[src/hw/rtl/joystick_chord_detector_defines.svh]
// ----------------------------------------------------------------------------
// joystick chord detector assertion macros
// concurrent assertion helpers, compiled out for synthesis
// ----------------------------------------------------------------------------
`ifndef JOYSTICK_CHORD_DETECTOR_DEFINES_SVH
`define JOYSTICK_CHORD_DETECTOR_DEFINES_SVH

`ifndef SYNTHESIS

// same-cycle implication
`define JCD_ASSERT_NOW(label, clk, rst_n, ante, cons) \
    label: assert property (@(posedge clk) disable iff (!rst_n) (ante) |-> (cons)) \
        else $error("assertion failed");

// next-cycle implication
`define JCD_ASSERT_NEXT(label, clk, rst_n, ante, cons) \
    label: assert property (@(posedge clk) disable iff (!rst_n) (ante) |=> (cons)) \
        else $error("assertion failed");

`else

`define JCD_ASSERT_NOW(label, clk, rst_n, ante, cons)
`define JCD_ASSERT_NEXT(label, clk, rst_n, ante, cons)

`endif

`endif

[src/hw/rtl/jcd_pkg.sv]
// ----------------------------------------------------------------------------
// jcd_pkg
// shared types and constants of the joystick chord detector
// ----------------------------------------------------------------------------
`timescale 1ns / 1ps

package jcd_pkg;

    localparam int TYPE_W      = 8;
    localparam int CTRL_W      = 8;
    localparam int VAL_W       = 16;
    localparam int BTN_W       = 16;
    localparam int AXIS_BITS_W = 4;
    localparam int NUM_AXES    = 2;
    localparam int KIND_W      = 7;
    localparam int CFG_IDX_W   = 3;
    localparam int CFG_DATA_W  = 16;

    localparam int QUEUE_DEPTH = 2;
    localparam int QUEUE_AW    = $clog2(QUEUE_DEPTH);
    localparam int QUEUE_CW    = $clog2(QUEUE_DEPTH + 1);

    // event type codes, low seven bits; bit 7 is the init flag
    localparam logic [KIND_W-1:0] EV_KIND_BUTTON = 7'h01;
    localparam logic [KIND_W-1:0] EV_KIND_AXIS   = 7'h02;
    localparam logic [TYPE_W-1:0] EV_INIT_FLAG   = 8'h80;

    localparam logic signed [VAL_W-1:0] LOW_LIMIT_RST  = -16'sd16384;
    localparam logic signed [VAL_W-1:0] HIGH_LIMIT_RST = 16'sd16384;

    typedef enum logic [CFG_IDX_W-1:0] {
        REG_SHIFT_MASK  = 3'd0,
        REG_AXIS0_LOW   = 3'd1,
        REG_AXIS0_HIGH  = 3'd2,
        REG_AXIS1_LOW   = 3'd3,
        REG_AXIS1_HIGH  = 3'd4
    } reg_idx_t;

    typedef enum logic [1:0] {
        OP_NONE   = 2'd0,
        OP_BUTTON = 2'd1,
        OP_AXIS   = 2'd2
    } op_t;

    typedef struct packed {
        op_t                      op;
        logic [BTN_W-1:0]         btn_bit;
        logic                     pressed;
        logic                     axis_sel;
        logic signed [VAL_W-1:0]  value;
    } cmd_t;

    typedef struct packed {
        logic valid;
        cmd_t cmd;
    } queue_out_t;

endpackage

[src/hw/rtl/jcd_ifs.sv]
// ----------------------------------------------------------------------------
// jcd channel interfaces
// event, chord and register write channels with valid/ready handshake
// ----------------------------------------------------------------------------
`timescale 1ns / 1ps

interface jcd_event_if import jcd_pkg::*; ();
    logic                     valid;
    logic                     ready;
    logic [TYPE_W-1:0]        event_type;
    logic [CTRL_W-1:0]        control_number;
    logic signed [VAL_W-1:0]  event_value;

    modport source (output valid, event_type, control_number, event_value, input ready);
    modport sink   (input valid, event_type, control_number, event_value, output ready);
endinterface

interface jcd_chord_if import jcd_pkg::*; ();
    logic                    valid;
    logic                    ready;
    logic [AXIS_BITS_W-1:0]  chord_axes;
    logic [BTN_W-1:0]        chord_buttons;

    modport source (output valid, chord_axes, chord_buttons, input ready);
    modport sink   (input valid, chord_axes, chord_buttons, output ready);
endinterface

interface jcd_cfg_if import jcd_pkg::*; ();
    logic                   valid;
    logic                   ready;
    logic [CFG_IDX_W-1:0]   index;
    logic [CFG_DATA_W-1:0]  data;

    modport source (output valid, index, data, input ready);
    modport sink   (input valid, index, data, output ready);
endinterface

[src/hw/rtl/jcd_front.sv]
// ----------------------------------------------------------------------------
// jcd_front
// accepts events and classifies them into button, axis or no-op commands
// ----------------------------------------------------------------------------
`timescale 1ns / 1ps

module jcd_front
    import jcd_pkg::*;
#(
    parameter int NUM_BUTTONS = 16
) (
    jcd_event_if.sink  ev,
    input  logic       queue_full,
    output logic       push,
    output cmd_t       push_cmd
);

    logic [KIND_W-1:0] kind;
    logic              btn_in_range;
    logic              axis_in_range;

    assign kind          = ev.event_type[KIND_W-1:0];
    assign btn_in_range  = (int'(ev.control_number) < NUM_BUTTONS)
                           && (int'(ev.control_number) < BTN_W);
    assign axis_in_range = int'(ev.control_number) < NUM_AXES;

    assign ev.ready = !queue_full;
    assign push     = ev.valid && !queue_full;

    always_comb
    begin
        push_cmd.op       = OP_NONE;
        push_cmd.btn_bit  = BTN_W'(1) << ev.control_number[$clog2(BTN_W)-1:0];
        push_cmd.pressed  = ev.event_value != '0;
        push_cmd.axis_sel = ev.control_number[0];
        push_cmd.value    = ev.event_value;
        priority if (kind == EV_KIND_BUTTON && btn_in_range)
        begin
            push_cmd.op = OP_BUTTON;
        end
        else if (kind == EV_KIND_AXIS && axis_in_range)
        begin
            push_cmd.op = OP_AXIS;
        end
        else
        begin
            push_cmd.op = OP_NONE;
        end
    end

endmodule

[src/hw/rtl/jcd_queue.sv]
// ----------------------------------------------------------------------------
// jcd_queue
// short command queue between the classifier and the state update
// ----------------------------------------------------------------------------
`timescale 1ns / 1ps

`include "joystick_chord_detector_defines.svh"

module jcd_queue
    import jcd_pkg::*;
(
    input  logic        clk,
    input  logic        rst_n,
    input  logic        push,
    input  cmd_t        push_cmd,
    output logic        full,
    output queue_out_t  head,
    input  logic        pop
);

    cmd_t                 entry_reg [QUEUE_DEPTH];
    logic [QUEUE_AW-1:0]  wr_ptr_reg;
    logic [QUEUE_AW-1:0]  wr_ptr_next;
    logic [QUEUE_AW-1:0]  rd_ptr_reg;
    logic [QUEUE_AW-1:0]  rd_ptr_next;
    logic [QUEUE_CW-1:0]  count_reg;
    logic [QUEUE_CW-1:0]  count_next;

    assign full       = count_reg == QUEUE_CW'(QUEUE_DEPTH);
    assign head.valid = count_reg != '0;
    assign head.cmd   = entry_reg[rd_ptr_reg];

    always_comb
    begin
        wr_ptr_next = wr_ptr_reg;
        rd_ptr_next = rd_ptr_reg;
        count_next  = count_reg;
        if (push)
        begin
            wr_ptr_next = (wr_ptr_reg == QUEUE_AW'(QUEUE_DEPTH - 1)) ? '0 : wr_ptr_reg + 1'b1;
        end
        if (pop)
        begin
            rd_ptr_next = (rd_ptr_reg == QUEUE_AW'(QUEUE_DEPTH - 1)) ? '0 : rd_ptr_reg + 1'b1;
        end
        unique case ({push, pop})
            2'b10:   count_next = count_reg + 1'b1;
            2'b01:   count_next = count_reg - 1'b1;
            default: count_next = count_reg;
        endcase
    end

    always_ff @(posedge clk or negedge rst_n)
    begin
        if (!rst_n)
        begin
            wr_ptr_reg <= '0;
            rd_ptr_reg <= '0;
            count_reg  <= '0;
        end
        else
        begin
            wr_ptr_reg <= wr_ptr_next;
            rd_ptr_reg <= rd_ptr_next;
            count_reg  <= count_next;
        end
    end

    always_ff @(posedge clk)
    begin
        if (push)
        begin
            entry_reg[wr_ptr_reg] <= push_cmd;
        end
    end

    `JCD_ASSERT_NOW(a_count_bound, clk, rst_n, 1'b1, count_reg <= QUEUE_CW'(QUEUE_DEPTH))
    `JCD_ASSERT_NOW(a_no_pop_empty, clk, rst_n, pop, count_reg != '0)
    `JCD_ASSERT_NEXT(a_push_fills, clk, rst_n, push && !pop, count_reg != '0)

endmodule

[src/hw/rtl/jcd_back.sv]
// ----------------------------------------------------------------------------
// jcd_back
// held and seen mask update, chord release detection and result register
// ----------------------------------------------------------------------------
`timescale 1ns / 1ps

`include "joystick_chord_detector_defines.svh"

module jcd_back
    import jcd_pkg::*;
(
    input  logic              clk,
    input  logic              rst_n,
    jcd_cfg_if.sink           cfg,
    input  queue_out_t        head,
    output logic              pop,
    jcd_chord_if.source       chord
);

    logic [BTN_W-1:0]         shift_mask_reg;
    logic signed [VAL_W-1:0]  low_limit_reg  [NUM_AXES];
    logic signed [VAL_W-1:0]  high_limit_reg [NUM_AXES];

    logic [BTN_W-1:0]        held_normal_reg, held_normal_next;
    logic [BTN_W-1:0]        held_shift_reg,  held_shift_next;
    logic [AXIS_BITS_W-1:0]  held_axis_reg,   held_axis_next;
    logic [BTN_W-1:0]        seen_btn_reg,    seen_btn_next;
    logic [AXIS_BITS_W-1:0]  seen_axis_reg,   seen_axis_next;

    logic                    out_valid_reg;
    logic [AXIS_BITS_W-1:0]  out_axes_reg;
    logic [BTN_W-1:0]        out_buttons_reg;

    logic                    emit;
    logic                    is_shift;
    logic [1:0]              dir_bits;
    logic                    cfg_wr;

    assign cfg.ready = 1'b1;
    assign cfg_wr    = cfg.valid;

    // register writes
    always_ff @(posedge clk or negedge rst_n)
    begin
        if (!rst_n)
        begin
            shift_mask_reg    <= '0;
            low_limit_reg[0]  <= LOW_LIMIT_RST;
            low_limit_reg[1]  <= LOW_LIMIT_RST;
            high_limit_reg[0] <= HIGH_LIMIT_RST;
            high_limit_reg[1] <= HIGH_LIMIT_RST;
        end
        else if (cfg_wr)
        begin
            unique case (cfg.index)
                REG_SHIFT_MASK: shift_mask_reg    <= cfg.data;
                REG_AXIS0_LOW:  low_limit_reg[0]  <= cfg.data;
                REG_AXIS0_HIGH: high_limit_reg[0] <= cfg.data;
                REG_AXIS1_LOW:  low_limit_reg[1]  <= cfg.data;
                REG_AXIS1_HIGH: high_limit_reg[1] <= cfg.data;
                default:        ;
            endcase
        end
    end

    assign pop = head.valid && (!out_valid_reg || chord.ready);

    assign is_shift = (shift_mask_reg & head.cmd.btn_bit) != '0;
    assign dir_bits = {head.cmd.value > high_limit_reg[head.cmd.axis_sel],
                       head.cmd.value < low_limit_reg[head.cmd.axis_sel]};

    always_comb
    begin
        held_normal_next = held_normal_reg;
        held_shift_next  = held_shift_reg;
        held_axis_next   = held_axis_reg;
        unique case (head.cmd.op)
            OP_BUTTON:
            begin
                if (is_shift)
                begin
                    held_shift_next = head.cmd.pressed ? (held_shift_reg | head.cmd.btn_bit)
                                                       : (held_shift_reg & ~head.cmd.btn_bit);
                end
                else
                begin
                    held_normal_next = head.cmd.pressed ? (held_normal_reg | head.cmd.btn_bit)
                                                        : (held_normal_reg & ~head.cmd.btn_bit);
                end
            end
            OP_AXIS:
            begin
                if (head.cmd.axis_sel)
                begin
                    held_axis_next = {dir_bits, held_axis_reg[1:0]};
                end
                else
                begin
                    held_axis_next = {held_axis_reg[3:2], dir_bits};
                end
            end
            default: ;
        endcase
        seen_btn_next  = seen_btn_reg | held_normal_next;
        seen_axis_next = seen_axis_reg | held_axis_next;
        emit = (held_normal_next == '0) && (held_axis_next == '0)
               && ((seen_btn_next != '0) || (seen_axis_next != '0));
    end

    always_ff @(posedge clk or negedge rst_n)
    begin
        if (!rst_n)
        begin
            held_normal_reg <= '0;
            held_shift_reg  <= '0;
            held_axis_reg   <= '0;
            seen_btn_reg    <= '0;
            seen_axis_reg   <= '0;
            out_valid_reg   <= 1'b0;
        end
        else
        begin
            if (pop)
            begin
                held_normal_reg <= held_normal_next;
                held_shift_reg  <= held_shift_next;
                held_axis_reg   <= held_axis_next;
                seen_btn_reg    <= emit ? '0 : seen_btn_next;
                seen_axis_reg   <= emit ? '0 : seen_axis_next;
            end
            if (pop && emit)
            begin
                out_valid_reg <= 1'b1;
            end
            else if (chord.ready)
            begin
                out_valid_reg <= 1'b0;
            end
        end
    end

    always_ff @(posedge clk)
    begin
        if (pop && emit)
        begin
            out_axes_reg    <= seen_axis_next;
            out_buttons_reg <= seen_btn_next | held_shift_next;
        end
    end

    assign chord.valid         = out_valid_reg;
    assign chord.chord_axes    = out_axes_reg;
    assign chord.chord_buttons = out_buttons_reg;

    `JCD_ASSERT_NOW(a_idle_seen_clear, clk, rst_n,
        (held_normal_reg == '0) && (held_axis_reg == '0),
        (seen_btn_reg == '0) && (seen_axis_reg == '0))
    `JCD_ASSERT_NEXT(a_emit_clears_seen, clk, rst_n, pop && emit,
        (seen_btn_reg == '0) && (seen_axis_reg == '0) && out_valid_reg)
    `JCD_ASSERT_NOW(a_chord_not_empty, clk, rst_n, out_valid_reg,
        (out_axes_reg != '0) || (out_buttons_reg != '0))

endmodule

[src/hw/rtl/joystick_chord_detector.sv]
// ----------------------------------------------------------------------------
// joystick_chord_detector
// tracks held joystick buttons and axis directions and reports each chord
// ----------------------------------------------------------------------------
// Takes one event item per clock cycle while the queue is not full. Events
// are classified on entry, held in a two-entry queue and applied to the
// held and seen masks one item per cycle unless a chord waits unread; a
// chord is offered in the output register once the event releasing the last
// normal button or axis direction is applied. While a chord waits unread,
// at most two more events are queued; then input stalls until it is read.
// Register writes take effect at once and are expected while no item is in
// flight.
`timescale 1ns / 1ps

module joystick_chord_detector
    import jcd_pkg::*;
#(
    parameter int NUM_BUTTONS = 16
) (
    input  logic         clk,
    input  logic         rst_n,
    jcd_event_if.sink    ev,
    jcd_cfg_if.sink      cfg,
    jcd_chord_if.source  chord
);

    logic        queue_full;
    logic        push;
    cmd_t        push_cmd;
    queue_out_t  head;
    logic        pop;

    jcd_front #(
        .NUM_BUTTONS (NUM_BUTTONS)
    ) u_front (
        .ev         (ev),
        .queue_full (queue_full),
        .push       (push),
        .push_cmd   (push_cmd)
    );

    jcd_queue u_queue (
        .clk      (clk),
        .rst_n    (rst_n),
        .push     (push),
        .push_cmd (push_cmd),
        .full     (queue_full),
        .head     (head),
        .pop      (pop)
    );

    jcd_back u_back (
        .clk   (clk),
        .rst_n (rst_n),
        .cfg   (cfg),
        .head  (head),
        .pop   (pop),
        .chord (chord)
    );

endmodule

[src/flat_wrapper.sv]
// flat-port wrapper written by rule: the top's interface ports become plain ports
module joystick_chord_detector_flat import jcd_pkg::*;
#(
    parameter int NUM_BUTTONS = 16
)
  (clk, rst_n, ev_valid, ev_event_type, ev_control_number, ev_event_value, ev_ready, cfg_valid, cfg_index, cfg_data, cfg_ready, chord_valid, chord_chord_axes, chord_chord_buttons, chord_ready);
  jcd_event_if ev_i ();
  jcd_cfg_if cfg_i ();
  jcd_chord_if chord_i ();
  input  logic clk;
  input  logic rst_n;
  input wire logic [$bits(ev_i.valid)-1:0] ev_valid;
  input wire logic [$bits(ev_i.event_type)-1:0] ev_event_type;
  input wire logic [$bits(ev_i.control_number)-1:0] ev_control_number;
  input wire logic [$bits(ev_i.event_value)-1:0] ev_event_value;
  output wire logic [$bits(ev_i.ready)-1:0] ev_ready;
  input wire logic [$bits(cfg_i.valid)-1:0] cfg_valid;
  input wire logic [$bits(cfg_i.index)-1:0] cfg_index;
  input wire logic [$bits(cfg_i.data)-1:0] cfg_data;
  output wire logic [$bits(cfg_i.ready)-1:0] cfg_ready;
  output wire logic [$bits(chord_i.valid)-1:0] chord_valid;
  output wire logic [$bits(chord_i.chord_axes)-1:0] chord_chord_axes;
  output wire logic [$bits(chord_i.chord_buttons)-1:0] chord_chord_buttons;
  input wire logic [$bits(chord_i.ready)-1:0] chord_ready;
  assign ev_i.valid = ev_valid;
  assign ev_i.event_type = ev_event_type;
  assign ev_i.control_number = ev_control_number;
  assign ev_i.event_value = ev_event_value;
  assign ev_ready = ev_i.ready;
  assign cfg_i.valid = cfg_valid;
  assign cfg_i.index = cfg_index;
  assign cfg_i.data = cfg_data;
  assign cfg_ready = cfg_i.ready;
  assign chord_valid = chord_i.valid;
  assign chord_chord_axes = chord_i.chord_axes;
  assign chord_chord_buttons = chord_i.chord_buttons;
  assign chord_i.ready = chord_ready;
  joystick_chord_detector #(.NUM_BUTTONS(NUM_BUTTONS)) u_core (.clk(clk), .rst_n(rst_n), .ev(ev_i), .cfg(cfg_i), .chord(chord_i));
endmodule
[config.mk]
export PLATFORM = sky130hd
export DESIGN_NAME = joystick_chord_detector_flat
export DESIGN_NICKNAME = d
export VERILOG_FILES = /design/src/hw/rtl/jcd_pkg.sv /design/src/hw/rtl/jcd_ifs.sv /design/src/hw/rtl/jcd_front.sv /design/src/hw/rtl/jcd_queue.sv /design/src/hw/rtl/jcd_back.sv /design/src/hw/rtl/joystick_chord_detector.sv /design/src/flat_wrapper.sv
export VERILOG_INCLUDE_DIRS = /design/src /design/src/hw/rtl
export SDC_FILE = /design/constraint.sdc
export NUM_CORES = 1
export LEC_CHECK = 0
export ABC_AREA = 1
export BUFFER_PORTS_ARGS = -buffer_cell sky130_fd_sc_hd__buf_2
export CAP_MARGIN = 20
export CORE_ASPECT_RATIO = 0.6
export CORE_UTILIZATION = 61
export DETAILED_ROUTE_END_ITERATION = 8
export PLACE_DENSITY_LB_ADDON = 0.12
export SYNTH_ARGS = -nofsm -noshare
export SYNTH_HDL_FRONTEND = slang
export SYNTH_SLANG_ARGS = --single-unit
[constraint.sdc]
create_clock -name clk -period 5.6 [get_ports clk]
set_input_delay 0.56 -clock clk [delete_from_list [all_inputs] [get_ports clk]]
set_output_delay 0.56 -clock clk [all_outputs]
set_load 0.01 [all_outputs]
Yosys cells after proc, flatten, opt, wreduce, memory -nomap -nowiden
Memories as Yosys holds them, arrays and structs flattened. Cells that the tools add are included.

Bits in registers: 161. Memory bits (writable): 72. Input bits: 56. Output and inout bits: 23. Logic and storage cells: 99. Memories: 1.

Add/subtract/negate cells: 4. Order comparisons: 5. Eq/ne operators: 11. Shift operators: 1. Muxes and demuxes: 25. Bitwise operators: 10. Reductions and logical operators: 26.

Memory list: u_core.u_queue.entry_reg (words 2, bits a word 36, rd ports 1, clocked after Yosys merged registers in 0, write ports 1, line jcd_queue.sv:21) `cmd_t entry_reg [QUEUE_DEPTH];`.

Operator list (count): 16-bit two-way mux (13); 16-bit OR (4); 16-bit bitwise AND (3); 16-bit nonzero test (3); 16-bit > comparator (1); 16-bit logical NOT (1); 16-bit < comparator (1); 16-bit inverter (1); 1-bit by 4-bit left shift with 16-bit output, first input constant (1); 4-bit two-way mux (3); 2-bit AND reduction (5); 8-bit by 2-bit < comparator with 1-bit output, second input constant (1); 8-bit by 5-bit < comparator with 1-bit output, second input constant (1); 7-bit by 1-bit equality test with 1-bit output, second input constant (1); 7-bit by 2-bit equality test with 1-bit output, second input constant (1); 1-bit logical AND (7); 2-bit equality test, second input constant (3); 3-bit by 2-bit equality test with 1-bit output, second input constant (2); 1-bit two-way mux (6); 2-bit nonzero test (3); 2-bit by 1-bit equality test with 1-bit output, second input constant (2); 4-bit logical NOT (1); 2-bit two-way mux (2); 4-bit OR (1); other kinds (12) (15).

Logic depth before layout (Yosys ltp)
Gate-level depths: netlist of run 1. An unclocked memory read counts as a cell.

Word-level depth: 14. Depth in mapped cells: 26. Mapped depth without buffers: 25.

Hierarchy
A second synthesis of run 1 with hierarchy kept.

Cells, all modules: 1270. Area, all modules: 11501.0 um2.

By module, submodules not included: jcd_back (times used 1, cells each 971, area each 8035.2 um2, seq. area each 4036.4 um2); jcd_queue (times used 1, cells each 212, area each 3017.9 um2, seq. area each 2262.2 um2); jcd_front (times used 1, cells each 87, area each 447.9 um2, seq. area each 0.0 um2).

Worst setup path before layout of run 1
Ideal clock, no wire load.

Path kind: flip-flop to flip-flop. From: register u_core.u_queue.rd_ptr_reg. To: register u_core.u_back.out_axes_reg[0] (netlist: u_core.u_back.chord.chord_axes[0]), enable pin. Setup time: 0.404 ns. Arrival: 3.915 ns. Required time: 5.196 ns. Setup slack: 1.281 ns. Stages on the path, launching flop included: 21. Buffers on the path: 3. Period minus slack after synthesis: 4.319 ns. Cell sequence: dfrtp_1 -> buf_4 -> buf_2 -> nand2_1 -> nand2_1 -> buf_1 -> mux2i_1 -> ha_1 -> a21oi_1 -> nor2_1 -> nor3_1 -> nand2_1 -> nand2_1 -> nand3_1 -> nand3_1 -> nand2_1 -> o21ai_0 -> nand4_1 -> nor2_1 -> nand3_1 -> a21oi_1.

Longest elaborated chain between the ends: 13. Elaborated cells on any way between the ends: 32. Those cells by class: order compare (2); eq/ne (2); mux (11); bitwise (7); reduce/logical (9); memory (1).

RTL lines: start: declaration (line jcd_queue.sv:24) `logic [QUEUE_AW-1:0] rd_ptr_reg;`; start signal: assignment (line jcd_queue.sv:64) `rd_ptr_reg <= rd_ptr_next;`; memory read 2 x 36 bit (*); 1-bit inverter with 2-bit output (implied by the code) (line jcd_back.sv:69, jcd_back.sv:70); 16-bit two-way mux (on tied branches) (3 in a row) (line jcd_back.sv:70, jcd_back.sv:69); 16-bit < comparator or 16-bit > comparator (tied branches) (line jcd_back.sv:70, jcd_back.sv:69); 4-bit two-way mux (line jcd_back.sv:93) `if (head.cmd.axis_sel)`; 4-bit two-way mux (line jcd_back.sv:77) `unique case (head.cmd.op)`; 4-bit OR (line jcd_back.sv:105) `seen_axis_next = seen_axis_reg | held_axis_next;`; 4-bit nonzero test (line jcd_back.sv:107) `&& ((seen_btn_next != '0) || (seen_axis_next != '0));`; 1-bit logical OR (line jcd_back.sv:107); 1-bit logical AND (*) (line jcd_back.sv:107); 1-bit logical AND (*) (line jcd_back.sv:144) `if (pop && emit)`; end signal: assignment (line jcd_back.sv:146) `out_axes_reg <= seen_axis_next;`; end: declaration (line jcd_back.sv:31) `logic [AXIS_BITS_W-1:0] out_axes_reg;`.

Every way passes the cells marked *; elsewhere a longest branch is shown, timed or not. The select of a mux whose other input is x is not followed. A chain may end at the register's enable or synchronous reset.

Final worst setup path of run 1
From: register u_core.u_queue.rd_ptr_reg. To: register u_core.u_back.out_valid_reg (netlist: u_core.u_back.chord.valid).

Longest elaborated chain between the ends: 14. Elaborated cells on any way between the ends: 34. Those cells by class: order compare (2); eq/ne (2); mux (12); bitwise (7); reduce/logical (10); memory (1).

RTL lines: memory read 2 x 36 bit (*); 1-bit inverter with 2-bit output (implied by the code) (line jcd_back.sv:69, jcd_back.sv:70); 16-bit two-way mux (on tied branches) (3 in a row) (line jcd_back.sv:70, jcd_back.sv:69); 16-bit < comparator or 16-bit > comparator (tied branches) (line jcd_back.sv:70, jcd_back.sv:69); 4-bit two-way mux (line jcd_back.sv:93); 4-bit two-way mux (line jcd_back.sv:77); 4-bit OR (line jcd_back.sv:105); 4-bit nonzero test (line jcd_back.sv:107); 1-bit logical OR (line jcd_back.sv:107); 1-bit logical AND (*) (line jcd_back.sv:107); 1-bit logical AND (*) (line jcd_back.sv:131) `if (pop && emit)`; 1-bit two-way mux or 2-bit nonzero test (tied branches); end signal: assignment (line jcd_back.sv:119) `out_valid_reg <= 1'b0;`; end signal: assignment (line jcd_back.sv:133) `out_valid_reg <= 1'b1;`; end signal: assignment (line jcd_back.sv:137) `out_valid_reg <= 1'b0;`; end: declaration (line jcd_back.sv:30) `logic out_valid_reg;`.

Marks and branches as above.

==> Flow_metrics.wiki, run 1 <==
{| class="wikitable"
! Metric !! Value
|-
| Register bit count reported by yosys || 233
|-
| Setup ws final || roughly 1200 ps
|-
| Reported max-cap violation count || 0
|-
| Detailed-routing iteration count for the pre-antenna-repair pass || 6
|-
| Critical Path Start || u_core.u_queue.rd_ptr_reg
|-
| Sequential share of the synthesized area || a little under three fifths
|-
| Max Root-Sink Buffers || 3
|-
| Power density of the placed cells || just under 500 nW/µm²
|-
| Final critical path time including I/O delays and setup || between 4000 and 5000 ps
|-
| Global-route wire length before repair || between 40000 and 50000 µm
|-
| Longest individual stage delay on the worst path || 700 ps
|-
| Static Leak || roughly 6 nW
|-
| DRC Markers || 0
|-
| Synth cell types || 36
|-
| Last weighted congestion value of the routability-driven placer || between 0.8 and 0.9
|-
| Fraction of final layout cells with drive strength greater than 1 || 12.1%
|-
| Avg Synthesized Cell Area || approximately 9 µm²
|-
| Global-route track usage on met2 || between 30 and 40%
|-
| Result of the run || finished, final reports clean
|-
| Htree depth || 1
|-
| Class of the worst hold path || input pin to async pin
|-
| Initial Util || 63.9%
|-
| Setup TNS after final layout || 0 ps
|-
| Number of sinks handled by clock tree synthesis || ~230
|-
| Number of instances resized during post-cts repair || 0
|-
| Source-to-sink clock delay at the later pin of the worst-skew pair || ~520 ps
|-
| Highest Clock Rate || between 200 and 250 MHz
|-
| Destination of the worst register-to-register timing path || u_core.u_back.chord.valid
|-
| Antenna violations before repair || 0
|-
| Most frequent CP cell || sky130_fd_sc_hd__nand2_1
|-
| Diode count || 0
|-
| Number of buffers added for setup after CTS || 0
|-
| Number of synthesized flops with an enable pin || 92
|-
| Critical Path AT || roughly 4800 ps
|-
| Filler-free cell count of the finished design || about 1.6k
|-
| Starting DRT DRC Count || 918
|-
| Worst Path Required || between 6000 and 7000 ps
|-
| Met1 track utilization from global routing || approximately half
|-
| Mapped Nets || ~1.3k
|-
| Average wire per cell in the routed design || 17.0 µm
|-
| Synth top area share || a little under a third
|-
| Number of buffers added to fix hold violations after cts || 0
|-
| Number of filler instances in the final layout || approximately 1.4k
|-
| Final clock period utilization by the worst path || between 70 and 80%
|-
| Most used flip-flop cell after synthesis || sky130_fd_sc_hd__dfrtp_1
|-
| # setup viols final || 0
|-
| Number of placed instances with taps included || ~1.5k
|-
| Crit path buffers/inverters || 1
|-
| Total length of routed wires || roughly 27000 µm
|-
| Ys async rst share || a little over 60%
|-
| Startpoint-to-endpoint class of the critical path || register to register
|-
| Number of port buffers || 76
|-
| Ordered cell list for the critical path || nand2_1 -> nand2_2 -> buf_4 -> mux2i_1 -> ha_1 -> a21oi_1 -> nor2_1 -> a211oi_1 -> nand2_1 -> nand2_1 -> nand2_1 -> nand2_1 -> nand3_1 -> nand2_1 -> nand2_1 -> nor2_4 -> nand2_1 -> nand2_1
|-
| Number of nets still failing antenna checks after routing || 0
|-
| Final-report max-slew violation count || 0
|-
| Worst-case setup slack after placement || between 1000 and 1500 ps
|-
| Number of global-route vias before repair || between 7k and 8k
|-
| Number of standard-cell rows in the floorplan || 37
|-
| Height of the chip || between 100 and 150 µm
|-
| Headroom to the max-slew limit || 27.0%
|-
| Post-Syn Instances || around 1.2k
|-
| Reg-to-reg slack, setup || 1240 ps
|-
| Maximum resistive drop on vdd || ~0.4 mV
|-
| Die width || 177 µm
|-
| Count of final hold-check violations || 0
|-
| Via count of the routed design || between 8k and 9k
|-
| RSZ-0062 raised after global routing || false
|-
| Cell depth of the worst flop-to-flop path || 18
|-
| Synth Cell Area || 11200 µm²
|-
| Placeable core area || ~18000 µm²
|-
| Total power || 6.14 mW
|-
| Critical path capture point type || register
|-
| Overall Global Routing Usage || 29.1%
|-
| Maximum number of pins on one net before global-route repair || 89
|-
| Number of ports placed on the die boundary || 79
|-
| Syn. warnings || 0
|-
| Flip-flop count of the largest register after layout || between 70 and 80
|-
| CP max-delay cell || sky130_fd_sc_hd__nor2_4
|-
| Fin Clk Skew || around 21 ps
|-
| Transition time at the pin with the least slew margin || 1090 ps
|-
| Commonest non-fill, non-tap cell in the layout || sky130_fd_sc_hd__nand2_1
|-
| R2r startpoint || u_core.u_queue.rd_ptr_reg
|-
| Clock tree from TritonCTS || built
|-
| Element type at the critical path start || register
|-
| Overall die area || between 15000 and 20000 µm²
|-
| Clock transition time at the flip-flop clock pins of the worst setup and hold paths || roughly 70 ps
|-
| Number of nets in the layout || 1402
|-
| Clock tree root driver cell || sky130_fd_sc_hd__clkbuf_16
|-
| Layout overhead on the synthesized area || 11.9%
|-
| CP Max Fanout || 22
|-
| Half-perimeter wire length after detailed placement || around 19000 µm
|-
| Highest-utilization routing layer at the global route stage || met1
|-
| Most used cells in the layout excluding fill and tap cells || 390 x sky130_fd_sc_hd__nand2_1, 150 x sky130_fd_sc_hd__inv_1, 135 x sky130_fd_sc_hd__dfrtp_1
|-
| Synth area leader || sky130_fd_sc_hd__dfrtp_1
|-
| Vias per cell || around 5.5
|-
| CTS Buf Count || 22
|-
| Total global routing overflow || 0
|-
| GR Layer Usage met3 || a little under 6%
|-
| Category of cells accounting for the largest share of critical-path delay || simple AND/OR/NAND/NOR gates
|-
| Dominant cells by area after synthesis || sky130_fd_sc_hd__dfrtp_1 30%, sky130_fd_sc_hd__edfxtp_1 25%, sky130_fd_sc_hd__nand2_1 13%
|}
==> how the worst max path moves through the flow <==
stage	depth (start not counted)	end
floorplan	20	u_core.u_back.chord.chord_axes[0]
global placement	18	u_core.u_back.chord.valid
detailed placement	17	u_core.u_back.seen_axis_reg[2]
CTS	18	u_core.u_back.chord.valid
global route	20	u_core.u_back.chord.valid
finish	18	u_core.u_back.chord.valid
==> where the power goes <==
| part | total (mW) | internal, mW | leakage (nW) | switching, mW |
|---|---|---|---|---|
| Combinational | 2.32 | 0.740 | 3.20 | 1.58 |
| Sequential | 2.34 | 2.18 | 2.51 | 0.161 |
| Clock | 1.49 | 0.846 | 0.341 | 0.642 |
| Total | 6.14 | 3.76 | 6.05 | 2.38 |
==> per-layer routing <==
metal / vias to the layer above / routed length (µm)
li1: 4187 / -
met1: 4067 / 12800
met2: 383 / 10600
met3: 33 / 2860
met4: 0 / 389
met5: - / 0
==> cell usage after synthesis, types with 7 or more instances <==
master	number
sky130_fd_sc_hd__nand2_1	391
sky130_fd_sc_hd__inv_1	150
sky130_fd_sc_hd__dfrtp_1	135
sky130_fd_sc_hd__mux2i_1	47
sky130_fd_sc_hd__nand3_1	76
sky130_fd_sc_hd__edfxtp_1	92
sky130_fd_sc_hd__a21oi_2	20
sky130_fd_sc_hd__nor3_1	7
sky130_fd_sc_hd__ha_1	32
sky130_fd_sc_hd__nor2_1	68
sky130_fd_sc_hd__nor4_1	8
sky130_fd_sc_hd__o21ai_0	122
sky130_fd_sc_hd__a21oi_1	18
sky130_fd_sc_hd__clkbuf_1	27
==> per-stage QoR <==
stage | hold WS, ps | area [µm²] | utilization [%]
global placement | 465 | 11800 | 67.1
global route | 182 | 12600 | 71.5
detailed placement | 473 | 11800 | 67.1
finish | 109 | 12600 | 71.5
floorplan | 264 | 11200 | -
CTS | 141 | 12500 | 71.1
==> cells by family (layout without fill, tap and decap cells) <==
logic type / Yosys count / in the layout / synth area share, %
and+or+nand+nor: 566 / 566 / 20.6
DFF: 233 / 233 / 56.2
buffers and inverters: 197 / 284 / 7.17
AOI/OAI and AO/OA: 164 / 164 / 8.06
muxes: 47 / 47 / 4.20
adders and majority gates: 32 / 32 / 3.57
xor gates and xnor gates: 3 / 3 / 0.234
other: 1 / 1 / 0.0334
==> final cells by class <==
type,instances,area [µm²],share of cell area (%)
Multi-Input combinational cell,813,4140,32.9
Sequential cell,233,6300,50.2
Clock inverter,11,106,0.847
Tap cell,234,293,2.33
Timing Repair Buffer,92,549,4.38
Inverter,152,571,4.55
Clock buffer,29,598,4.77
(Power assumes the default switching activity.)
==> run 2, diff against run 1 <==
==> constraint.sdc (replaced) <==
create_clock -name clk -period 4.3 [get_ports clk]
set_input_delay 0.43 -clock clk [delete_from_list [all_inputs] [get_ports clk]]
set_output_delay 0.43 -clock clk [all_outputs]
set_load 0.01 [all_outputs]
==> Flow_metrics.wiki, run 2 (synthesized netlist as in run 1, its figures left out) <==
{| class="wikitable"
! Metric !! Value
|-
| # setup viols final || 0 (unchanged)
|-
| Detailed-routing iteration count for the pre-antenna-repair pass || 5 (was 6)
|-
| Static Leak || 6.09 nW (was 6.05 nW)
|-
| Destination of the worst register-to-register timing path || u_core.u_back.chord.chord_buttons[12] (was u_core.u_back.chord.valid)
|-
| Number of port buffers || 76 (unchanged)
|-
| Critical Path AT || 4140 ps (was 4810 ps)
|-
| Most used cells in the layout excluding fill and tap cells || 390 x sky130_fd_sc_hd__nand2_1, 150 x sky130_fd_sc_hd__inv_1, 135 x sky130_fd_sc_hd__dfrtp_1 (unchanged)
|-
| Filler-free cell count of the finished design || 1571 (was 1564)
|-
| Maximum resistive drop on vdd || 0.515 mV (was 0.405 mV)
|-
| Commonest non-fill, non-tap cell in the layout || sky130_fd_sc_hd__nand2_1 (unchanged)
|-
| Placeable core area || 17500 µm² (unchanged)
|-
| Flip-flop count of the largest register after layout || 72 (unchanged)
|-
| Number of placed instances with taps included || 1525 (was 1520)
|-
| Source-to-sink clock delay at the later pin of the worst-skew pair || 500 ps (was 520 ps)
|-
| Initial Util || 63.9% (unchanged)
|-
| Layout overhead on the synthesized area || 12.6% (was 11.9%)
|-
| Starting DRT DRC Count || 960 (was 918)
|-
| Result of the run || finished, final reports clean (unchanged)
|-
| Final critical path time including I/O delays and setup || 3970 ps (was 4360 ps)
|-
| Half-perimeter wire length after detailed placement || 18800 µm (was 18700 µm)
|-
| Worst hold margin || 130 ps (was 109 ps)
|-
| R2r startpoint || u_core.u_queue.rd_ptr_reg (unchanged)
|-
| Cell depth of the worst flop-to-flop path || 17 (was 18)
|-
| Total length of routed wires || 26900 µm (was 26600 µm)
|-
| CP Max Fanout || 34 (was 22)
|-
| Highest Clock Rate || 252 MHz (was 229 MHz)
|-
| Number of standard-cell rows in the floorplan || 37 (unchanged)
|-
| Worst Hold Path Cells || 1
|-
| RSZ-0062 raised after global routing || false (unchanged)
|-
| Category of cells accounting for the largest share of critical-path delay || simple AND/OR/NAND/NOR gates (unchanged)
|-
| Die width || 177 µm (unchanged)
|-
| Class of the worst hold path || input pin to register (was input pin to async pin)
|-
| Global-route wire length before repair || 42800 µm (was 42000 µm)
|-
| Transition time at the pin with the least slew margin || 1100 ps (was 1090 ps)
|-
| Power density of the placed cells || 633 nW/µm² (was 490 nW/µm²)
|-
| Final-report max-slew violation count || 0 (unchanged)
|-
| Hold Crit Endpoint || u_core.u_queue.entry_reg[1][13]
|-
| Final clock period utilization by the worst path || 92.3% (was 77.9%)
|-
| Crit path buffers/inverters || 3 (was 1)
|-
| Vias per cell || 5.56 (was 5.54)
|-
| Headroom to the max-slew limit || 26.7% (was 27.0%)
|-
| CP max-delay cell || sky130_fd_sc_hd__dfrtp_1 (was sky130_fd_sc_hd__nor2_4)
|-
| Fin Clk Skew || 8.72 ps (was 21.2 ps)
|-
| Number of nets still failing antenna checks after routing || 0 (unchanged)
|-
| DRC Markers || 0 (unchanged)
|-
| Multi-input gate area || 4140 µm² (about the same)
|-
| Average wire per cell in the routed design || 17.1 µm (was 17.0 µm)
|-
| Number of sinks handled by clock tree synthesis || 233 (unchanged)
|-
| Worst Path Required || 4470 ps (was 6040 ps)
|-
| Maximum number of pins on one net before global-route repair || 52 (was 89)
|-
| Number of filler instances in the final layout || 1341 (was 1375)
|-
| Max Root-Sink Buffers || 3 (unchanged)
|-
| Clock transition time at the flip-flop clock pins of the worst setup and hold paths || 60 ps (was 70 ps)
|-
| Number of ports placed on the die boundary || 79 (unchanged)
|-
| Setup TNS after final layout || 0 ps (unchanged)
|-
| Clock tree from TritonCTS || built (unchanged)
|-
| Overall Global Routing Usage || 29.8% (was 29.1%)
|-
| Seq. cell area || 6300 µm² (unchanged)
|-
| Reported max-cap violation count || 0 (unchanged)
|-
| Clock tree root driver cell || sky130_fd_sc_hd__clkbuf_16 (unchanged)
|-
| Element type at the critical path start || register (unchanged)
|-
| Critical path capture point type || register (unchanged)
|-
| Reg-to-reg slack, setup || 330 ps (was 1240 ps)
|-
| Htree depth || 1 (unchanged)
|-
| Overall die area || 18900 µm² (unchanged)
|-
| Height of the chip || 107 µm (unchanged)
|-
| CTS Buf Count || 22 (unchanged)
|-
| Via count of the routed design || 8735 (was 8670)
|-
| Total global routing overflow || 0 (unchanged)
|-
| Antenna violations before repair || 0 (unchanged)
|-
| Last weighted congestion value of the routability-driven placer || 0.855 (was 0.859)
|-
| Most frequent CP cell || sky130_fd_sc_hd__nand2_1 (unchanged)
|-
| Diode count || 0 (unchanged)
|-
| Ordered cell list for the critical path || inv_2 -> buf_4 -> nand2_1 -> nand3_1 -> nand2_1 -> nor2_1 -> nand2_1 -> nor2_4 -> nand3_1 -> nand2_1 -> nand2_1 -> nor3_1 -> nand3_1 -> nor2_1 -> nand3_1 -> a21oi_2 -> buf_4 (was nand2_1 -> nand2_2 -> buf_4 -> mux2i_1 -> ha_1 -> a21oi_1 -> nor2_1 -> a211oi_1 -> nand2_1 -> nand2_1 -> nand2_1 -> nand2_1 -> nand3_1 -> nand2_1 -> nand2_1 -> nor2_4 -> nand2_1 -> nand2_1)
|-
| Number of global-route vias before repair || 7902 (was 7791)
|-
| Longest individual stage delay on the worst path || 410 ps (was 700 ps)
|-
| Number of nets in the layout || 1409 (was 1402)
|-
| Count of final hold-check violations || 0 (unchanged)
|-
| Fraction of final layout cells with drive strength greater than 1 || 12.3% (was 12.1%)
|-
| Hold_sp || ev_event_value[13]
|-
| Final core area utilization || 72.0% (was 71.5%)
|-
| Startpoint-to-endpoint class of the critical path || register to register (unchanged)
|}
## run 2: worst reg2reg max path, delay by kind of cell (launching register included)
family,cells,cell delay [ps]
DFF,1,410
AOI/OAI and AO/OA,1,100
and+or+nand+nor,13,2390
buffers and inverters,3,730
## run 2: power breakdown
group | total, mW | internal, mW | leakage, nW | switching [mW]
logic | 3.08 | 0.995 | 3.24 | 2.08
clock network | 1.88 | 1.08 | 0.332 | 0.801
registers | 3.04 | 2.84 | 2.51 | 0.200
total | 8.00 | 4.91 | 6.09 | 3.08
## run 2: how the worst max path moves through the flow
stage                                         start                               endpoint  slack (ps)  depth (start not counted)
final                     u_core.u_queue.rd_ptr_reg  u_core.u_back.chord.chord_buttons[12]         330                         17
after global routing      u_core.u_queue.rd_ptr_reg          u_core.u_back.seen_btn_reg[9]          50                         22
after CTS                 u_core.u_queue.rd_ptr_reg  u_core.u_back.chord.chord_buttons[12]         410                         17
after detailed placement  u_core.u_queue.rd_ptr_reg  u_core.u_back.chord.chord_buttons[12]         450                         17
after global placement    u_core.u_queue.rd_ptr_reg  u_core.u_back.chord.chord_buttons[12]         490                         17
after floorplan           u_core.u_queue.rd_ptr_reg      u_core.u_back.chord.chord_axes[0]         390                         20
## run 2: what timing repair did
item                                   CTS  global route
gates resized for setup                  0             0
hold buffers                             1             0
setup buffers                            0             0
endpoints found under the hold margin   45             0
setup endpoints to repair                0            20
## run 2: cell type report
cell class,count,share of cell area (%)
Timing Repair Buffer,98,5.02
Multi-Input combinational cell,814,32.8
Clock buffer,35,5.07
Inverter,152,4.52
Tap cell,234,2.32
Clock inverter,5,0.367
Sequential cell,233,49.9
## run 2: layer usage
layer,share of wire (%),up-vias,GRT usage (%)
met4,1.5,0,4.93
met3,11,35,5.28
li1,-,4195,-
met5,0,-,0
met1,49,4063,49.9
met2,39,442,39.9
## run 2: metrics by stage
| stage | setup slack (ps) | total power, mW | area, µm² |
|---|---|---|---|
| floorplan | 389 | 5.15 | 11200 |
| global placement | 493 | 5.91 | 11800 |
| detailed placement | 452 | 6.03 | 11800 |
| CTS | 414 | 7.92 | 12500 |
| global route | 46.6 | 8.52 | 12600 |
| finish | 333 | 8.00 | 12600 |
==> run 3, diff against run 2 <==
--- a/config.mk
+++ b/config.mk
@@ -12,7 +12,7 @@
 export CORE_ASPECT_RATIO = 0.6
 export CORE_UTILIZATION = 61
 export DETAILED_ROUTE_END_ITERATION = 8
-export PLACE_DENSITY_LB_ADDON = 0.12
+export PLACE_DENSITY = 0.8
 export SYNTH_ARGS = -nofsm -noshare
 export SYNTH_HDL_FRONTEND = slang
 export SYNTH_SLANG_ARGS = --single-unit
==> Flow_metrics.wiki, run 3 (synthesized netlist as in run 1, its figures left out) <==
{| class="wikitable"
! Metric !! Value
|-
| Clock transition time at the flip-flop clock pins of the worst setup and hold paths || 70 ps (was 60 ps)
|-
| Reported max-cap violation count || 0 (unchanged)
|-
| Instance area after placement || 11800 µm² (about the same)
|-
| Cell Int Power || 4.88 mW (was 4.91 mW)
|-
| Total power || 8.00 mW (about the same)
|-
| CP Max Fanout || 16 (was 34)
|-
| Class of the worst hold path || input pin to register (unchanged)
|-
| Clock tree root driver cell || sky130_fd_sc_hd__clkbuf_16 (unchanged)
|-
| Global-route wire length before repair || 42600 µm (was 42800 µm)
|-
| Final clock period utilization by the worst path || 89.9% (was 92.3%)
|-
| Number of buffers added for setup after CTS || 0 (unchanged)
|-
| Height of the chip || 107 µm (unchanged)
|-
| Highest Clock Rate || 259 MHz (was 252 MHz)
|-
| Maximum number of pins on one net before global-route repair || 112 (was 52)
|-
| Setup TNS after final layout || 0 ps (unchanged)
|-
| Maximum resistive drop on vdd || 0.509 mV (was 0.515 mV)
|-
| Reg-to-reg slack, setup || 440 ps (was 330 ps)
|-
| Critical path capture point type || register (unchanged)
|-
| CTS Buf Count || 22 (unchanged)
|-
| Hold_sp || ev_event_value[8] (was ev_event_value[13])
|-
| Most frequent CP cell || sky130_fd_sc_hd__nand2_1 (unchanged)
|-
| Hold Crit Endpoint || u_core.u_queue.entry_reg[1][8] (was u_core.u_queue.entry_reg[1][13])
|-
| Worst-case setup slack after placement || 546 ps (was 452 ps)
|-
| Power density of the placed cells || 632 nW/µm² (was 633 nW/µm²)
|-
| Longest individual stage delay on the worst path || 410 ps (about the same)
|-
| Critical Path AT || 4300 ps (was 4140 ps)
|-
| Last weighted congestion value of the routability-driven placer || 0.872 (was 0.855)
|-
| Overall die area || 18900 µm² (unchanged)
|-
| Number of nets still failing antenna checks after routing || 0 (unchanged)
|-
| Element type at the critical path start || register (unchanged)
|-
| Net Switching || 3.12 mW (was 3.08 mW)
|-
| CP max-delay cell || sky130_fd_sc_hd__dfrtp_1 (unchanged)
|-
| Number of instances resized during post-cts repair || 0 (unchanged)
|-
| Most used cells in the layout excluding fill and tap cells || 390 x sky130_fd_sc_hd__nand2_1, 150 x sky130_fd_sc_hd__inv_1, 135 x sky130_fd_sc_hd__dfrtp_1 (unchanged)
|-
| Vias per cell || 5.63 (was 5.56)
|-
| Setup ws final || 436 ps (was 333 ps)
|-
| Number of port buffers || 76 (unchanged)
|-
| Max Root-Sink Buffers || 3 (unchanged)
|-
| Filler-free cell count of the finished design || 1572 (was 1571)
|-
| Portion of total power attributed to the clock network || 23.1% (was 23.5%)
|-
| Total global routing overflow || 0 (unchanged)
|-
| Number of filler instances in the final layout || 1277 (was 1341)
|-
| Layout overhead on the synthesized area || 12.9% (was 12.6%)
|-
| Antenna violations before repair || 0 (unchanged)
|-
| Detailed-routing iteration count for the pre-antenna-repair pass || 6 (was 5)
|-
| Overall Global Routing Usage || 29.5% (was 29.8%)
|-
| Flip-flop count of the largest register after layout || 72 (unchanged)
|-
| Final critical path time including I/O delays and setup || 3860 ps (was 3970 ps)
|-
| Placeable core area || 17500 µm² (unchanged)
|-
| Headroom to the max-slew limit || 31.2% (was 26.7%)
|-
| Worst Path Required || 4730 ps (was 4470 ps)
|-
| Part of the total power dissipated in sequential elements || 38.1% (was 38.0%)
|-
| Die width || 177 µm (unchanged)
|-
| Htree depth || 1 (unchanged)
|-
| RSZ-0062 raised after global routing || false (unchanged)
|-
| Multi-input gate area || 4140 µm² (about the same)
|-
| R2r startpoint || u_core.u_queue.rd_ptr_reg (unchanged)
|-
| Transition time at the pin with the least slew margin || 1030 ps (was 1100 ps)
|-
| Destination of the worst register-to-register timing path || u_core.u_back.seen_btn_reg[6] (was u_core.u_back.chord.chord_buttons[12])
|-
| Initial Util || 63.9% (unchanged)
|-
| Via count of the routed design || 8857 (was 8735)
|-
| Worst Hold Path Cells || 1 (unchanged)
|-
| Average wire per cell in the routed design || 17.2 µm (was 17.1 µm)
|-
| Result of the run || finished, final reports clean (unchanged)
|-
| Half-perimeter wire length after detailed placement || 18800 µm (about the same)
|-
| Final Instance Area || 12700 µm² (was 12600 µm²)
|-
| Cell depth of the worst flop-to-flop path || 22 (was 17)
|-
| Number of ports placed on the die boundary || 79 (unchanged)
|-
| Count of final hold-check violations || 0 (unchanged)
|-
| Commonest non-fill, non-tap cell in the layout || sky130_fd_sc_hd__nand2_1 (unchanged)
|-
| # setup viols final || 0 (unchanged)
|-
| Fin Clk Skew || 11.7 ps (was 8.72 ps)
|-
| Diode count || 0 (unchanged)
|-
| Number of sinks handled by clock tree synthesis || 233 (unchanged)
|-
| Static Leak || 6.12 nW (was 6.09 nW)
|-
| Number of global-route vias before repair || 8119 (was 7902)
|-
| Number of nets in the layout || 1410 (was 1409)
|-
| Seq. cell area || 6300 µm² (unchanged)
|-
| Total length of routed wires || 27000 µm (was 26900 µm)
|-
| Source-to-sink clock delay at the later pin of the worst-skew pair || 510 ps (was 500 ps)
|-
| Starting DRT DRC Count || 904 (was 960)
|-
| Clock tree from TritonCTS || built (unchanged)
|-
| Number of placed instances with taps included || 1525 (unchanged)
|-
| Number of standard-cell rows in the floorplan || 37 (unchanged)
|-
| Part of the total power dissipated in combinational logic || 38.9% (was 38.5%)
|-
| DRC Markers || 0 (unchanged)
|-
| Ordered cell list for the critical path || inv_2 -> nand2_1 -> nand2_2 -> buf_4 -> mux2i_1 -> ha_1 -> nand2_1 -> o21ai_0 -> nand2_1 -> nand2_1 -> nand2_1 -> nand3_1 -> nand3_1 -> nand2_1 -> nand2_1 -> inv_1 -> nor2_1 -> nand2_1 -> nor2_2 -> nand2_1 -> buf_12 -> a21oi_2 (was inv_2 -> buf_4 -> nand2_1 -> nand3_1 -> nand2_1 -> nor2_1 -> nand2_1 -> nor2_4 -> nand3_1 -> nand2_1 -> nand2_1 -> nor3_1 -> nand3_1 -> nor2_1 -> nand3_1 -> a21oi_2 -> buf_4)
|-
| Switching portion of total power || 39.0% (was 38.6%)
|-
| Final-report max-slew violation count || 0 (unchanged)
|-
| Fraction of final layout cells with drive strength greater than 1 || 12.7% (was 12.3%)
|-
| Startpoint-to-endpoint class of the critical path || register to register (unchanged)
|}
## run 3: cell count changes in the layout (fill, tap and decap cells not counted)
cell,change
sky130_fd_sc_hd__nor2_2,-1
sky130_fd_sc_hd__buf_12,-1
sky130_fd_sc_hd__clkinv_2,+5
sky130_fd_sc_hd__clkbuf_1,-5
sky130_fd_sc_hd__buf_8,+1
sky130_fd_sc_hd__buf_16,+2
sky130_fd_sc_hd__bufinv_16,-1
sky130_fd_sc_hd__clkbuf_8,+1
## run 3: routing by layer
metal	wire length, µm	vias up	GRT usage, %
met3	3010	35	7.41
met2	11100	429	41.7
met5	0	-	0
met1	12600	4193	46.3
li1	-	4200	-
met4	378	0	4.50
## run 3: worst max-delay path: cells and delay by family, from the launching register on
family                     cells  cell delay (ps)
muxes                          1              360
buffers and inverters          4              640
DFF                            1              410
and+or+nand+nor               14             1800
adders and majority gates      1              300
AOI/OAI and AO/OA              2              250
## run 3: area by class of cell
type,count,share of cell area (%)
sequential,233,49.8
multi-input combinational,813,32.7
timing repair buffer,100,5.41
clock buffer,31,5.02
inverter,152,4.51
tap,234,2.31
clock inverter,9,0.326
## run 3: how the worst max path moves through the flow
stage	startpoint	end	slack [ps]	depth (start not counted)
after global routing	u_core.u_queue.rd_ptr_reg	u_core.u_back.chord.chord_buttons[11]	210	18
after floorplan	u_core.u_queue.rd_ptr_reg	u_core.u_back.chord.chord_axes[0]	390	20
after CTS	u_core.u_queue.rd_ptr_reg	u_core.u_back.seen_btn_reg[6]	500	22
after detailed placement	u_core.u_queue.rd_ptr_reg	u_core.u_back.seen_btn_reg[11]	550	22
final	u_core.u_queue.rd_ptr_reg	u_core.u_back.seen_btn_reg[6]	440	22
after global placement	u_core.u_queue.rd_ptr_reg	u_core.u_back.seen_btn_reg[5]	660	20
## run 3: repair_timing
action	4_1_cts	5_1_grt
hold endpoints to repair	0	37
endpoints found under the setup margin	0	0
hold buffers	0	1
## run 3: power groups by stage
stage	Sequential, mW	Combinational [mW]	Clock (mW)
5_1_grt	3.09	3.46	1.94
3_3_place_gp	3.06	2.82	0
2_1_floorplan	3.02	2.13	0
6_report	3.04	3.11	1.84
3_5_place_dp	3.07	2.96	0
4_1_cts	3.04	2.99	1.85
## run 3: per-stage QoR
stage	hold slack (ps)	utilization (%)
6_report	125	72.1
5_1_grt	123	72.1
4_1_cts	120	71.4
3_5_place_dp	473	67.5
3_3_place_gp	465	67.4
2_1_floorplan	134	-
